==> src/design/slr_pkg.sv <==
// Shared types and constants of the spectrum linear resampler.
package slr_pkg;

	// Width of positions, values and results.
	localparam int DATA_W = 32;
	// Width of the shared add/subtract unit: one sign bit and one carry bit above the data.
	localparam int ALU_W = DATA_W + 2;
	// Width of the division step counter.
	localparam int DIV_CNT_W = $clog2(DATA_W);
	localparam int STATUS_W = 3;

	typedef enum logic [1:0] {
		REQ_CLEAR = 2'd0,
		REQ_LOAD  = 2'd1,
		REQ_QUERY = 2'd2,
		REQ_NONE  = 2'd3
	} req_t;

	typedef enum logic [STATUS_W-1:0] {
		ST_OK       = 3'd0,
		ST_OUTSIDE  = 3'd1,
		ST_EMPTY    = 3'd2,
		ST_NOT_INCR = 3'd3,
		ST_FULL     = 3'd4
	} status_t;

	typedef enum logic {
		ALU_ADD = 1'b0,
		ALU_SUB = 1'b1
	} alu_op_t;

endpackage

==> src/design/slr_addsub.sv <==
// Shared signed add/subtract unit used by the add, subtract, compare and division steps of the resampler.
module slr_addsub (
	input  slr_pkg::alu_op_t                op,
	input  logic signed [slr_pkg::ALU_W-1:0] a,
	input  logic signed [slr_pkg::ALU_W-1:0] b,
	output logic signed [slr_pkg::ALU_W-1:0] y
);
	import slr_pkg::*;

	always_comb begin
		case (op)
			ALU_ADD: y = a + b;
			ALU_SUB: y = a - b;
			default: y = a + b;
		endcase
	end

endmodule

==> config.mk <==
export PLATFORM = sky130hd
export DESIGN_NAME = slr_addsub
export DESIGN_NICKNAME = d
export VERILOG_FILES = /design/src/design/slr_pkg.sv /design/src/design/slr_addsub.sv
export SDC_FILE = /design/constraint.sdc
export NUM_CORES = 1
export LEC_CHECK = 0
export BUFFER_PORTS_ARGS = -buffer_cell sky130_fd_sc_hd__buf_2
export CAP_MARGIN = 5
export CORE_MARGIN = 3
export CORE_UTILIZATION = 56
export DETAILED_ROUTE_END_ITERATION = 6
export MAX_ROUTING_LAYER = met4
export PLACE_DENSITY = 0.9
export RECOVER_POWER = 25
export SLEW_MARGIN = 20
export SYNTH_ARGS = -nofsm -noshare
export SYNTH_HDL_FRONTEND = slang
export SYNTH_SLANG_ARGS = --single-unit
==> constraint.sdc <==
create_clock -name vclk -period 12
set_input_delay 1.2 -clock vclk [all_inputs]
set_output_delay 1.2 -clock vclk [all_outputs]
set_load 0.02 [all_outputs]
==> results_dict.tcl <==
set metrics [dict create \
    ys_seq_area_share_pct 0 \
    setup_tns_ns 0 \
    cp-end-kind "primary output" \
    maxCapViolCount 0 \
    synth_compound_area_share_pct 29.35 \
    yosysTopAreaCell "ha_1" \
    start_util_pct 59.38 \
    worstPathCellList "clkbuf_1 -> mux2i_1 -> inv_1 -> fa_1 -> nor2b_1 -> o2111ai_1 -> a31oi_1 -> o21ai_1 -> a31oi_1 -> a21oi_1 -> nor4b_1 -> a311o_1 -> buf_2" \
    yosys_warnings 0 \
    tightest_slew_ns 1.354 \
    layout-drive-gt1-share_pct 23.78 \
    regArea_sq_um 0 \
    drc 0 \
    io_buffer_count 103 \
    wl_met1_um 3435 \
    hold_depth 4 \
    final_antenna_net_count 0 \
    worst_path_most_repeated_cell "a31oi_1" \
    place_inst 523 \
    syn_inst 380 \
    ioPinCount 103 \
    num_rows 24 \
    nets 577 \
    drt_first_iter_violations 170 \
    wirelength_um 7366 \
    chipHeight_um 74.65 \
    critPathRequiredTime_ns 10.80 \
    nClkBuffers 0 \
    instances_no_fill 523 \
    slowest_delay_ns 0.96 \
    period_share_pct 53.12 \
    cellPowerDensity_nw_per_um2 87.27 \
    crit_path_start_kind "input pin" \
    power_mw 0.2742 \
    final_core_util_pct 70.69 \
    drtPass1Iterations 5 \
    path_depth 13 \
    crit_type "in -> out" \
    hold_viol 0 \
    dr_wl_met3_um 438 \
    path_max_fanout 33 \
    hold_class "in -> out" \
    wl_met2_um 3409 \
    vias 3136 \
    synth_top_cell_area_share_pct 16.12 \
    arrival_ns 5.17 \
    setup_violations 0 \
    synth.area.mux_share_pct 1.517 \
    cts_hold_buf 0 \
    rsz0062_at_grt "false" \
    avgSynthCellArea_sq_um 6.944 \
    cp_top_family "compound AO/OA/AOI/OAI gates" \
    crit_slowest_cell "clkbuf_1" \
    ir_drop_uv 69.61 \
    slew_viol_final 0 \
    fp.coreArea_sq_um 4444 \
    status "finished clean" \
    yosys-top-cells-count "50 x a21oi_1, 47 x xnor2_1, 43 x nor2_1" \
    antenna_cells 0 \
    worst-path-buf-inv 3 \
    dieArea_sq_um 5572 \
    seq_cell_count 0 \
    synth_xor_area_share_pct 18.97 \
    avgRoutedWirePerCell_um 14.08 \
    synth_top_family_by_area "compound AO/OA/AOI/OAI gates" \
    postCtsSetupRepairBufs 0 \
    syn-num-nets 484 \
    synth_area_sq_um 2639 \
    vias_per_cell 5.996 \
    grt_pass1_wl_um 11890 \
    leakagePower_nw 1.485 \
    antenna_found_initial 0 \
    die_w_um 74.65 \
    highest-signal-layer "met4" \
    yosys.cell_types.count 61 \
    timing.final.crit_period_ns 6.374 \
    grt_max_degree 34 \
    timing.fmax_mhz 156.9 \
    gr-total-overflow 0 \
    grt_pass1_vias 2739 \
    cts.repair.resized 0 \
    layout-area-overhead-vs-synth_pct 19.06 \
    gr-usage-all-layers_pct 26.54 \
    slew_headroom_pct 9.717 \
    yosysMostFrequentCell "a21oi_1" \
    globalplace.congestion 0.9857 \
    post_synth_main_area_contributors "ha_1 16%, xnor2_1 16%, a21oi_1 9.5%" \
    synthAdderAreaFrac_pct 16.88 \
    synthSimpleGateAreaFrac_pct 27.83 \
    dp_hpwl_um 6350 \
]
## report_power, final
group | switching, mW | total (mW) | internal (mW) | leakage, nW
logic | 0.167 | 0.274 | 0.107 | 1.49
registers | 0 | 0 | 0 | 0
clock network | 0 | 0 | 0 | 0
## final cells by class
cell class | instances | area, sq um
Fill cell | 384 | 1303
Multi-Input combinational cell | 348 | 2495
Inverter | 20 | 75.07
Tap cell | 52 | 65.06
Timing Repair Buffer | 103 | 506.7
## placed cells by master (no fill, tap or decap), drive strengths merged, types with 10 or more instances in the layout
cell / netlist / final
nand3: 10 / 10
a21oi: 50 / 50
inv: 20 / 20
nand2: 18 / 18
ha: 34 / 34
nor2: 43 / 43
buf: 2 / 96
nor3: 13 / 13
a21o: 12 / 12
o21ai: 15 / 15
xnor2: 47 / 47
## metal layers
layer | up-vias | global-route usage, %
met2 | 130 | 44.78
met5 | - | -
met4 | 0 | 3.360
met1 | 1411 | 36.57
met3 | 10 | 0.5340
li1 | 1585 | -
## stage by stage
| stage | worst slack (ns) | area [sq um] | hold slack (ns) |
|---|---|---|---|
| after floorplan | 6.400 | 2639 | 2.582 |
| after global placement | 5.910 | 3151 | 2.797 |
| after detailed placement | 5.872 | 3151 | 2.814 |
| after CTS | 5.852 | 3151 | 2.817 |
| after global routing | 5.154 | 3142 | 2.844 |
| final | 5.626 | 3142 | 2.822 |
## final timing paths
| check | startpoint | to | slack [ns] |
|---|---|---|---|
| setup / recovery | op | y[32] | 5.63 |
| hold / removal | b[0] | y[0] | 2.82 |
## logic make-up after synthesis
family	count (synthesis)
AND/OR/NAND/NOR	136
AO/OA/AOI/OAI	118
XOR/XNOR	55
adder cells (fa/ha/maj)	35
buffers and inverters	32
multiplexers	4
Power figures use the tool's default switching activity.
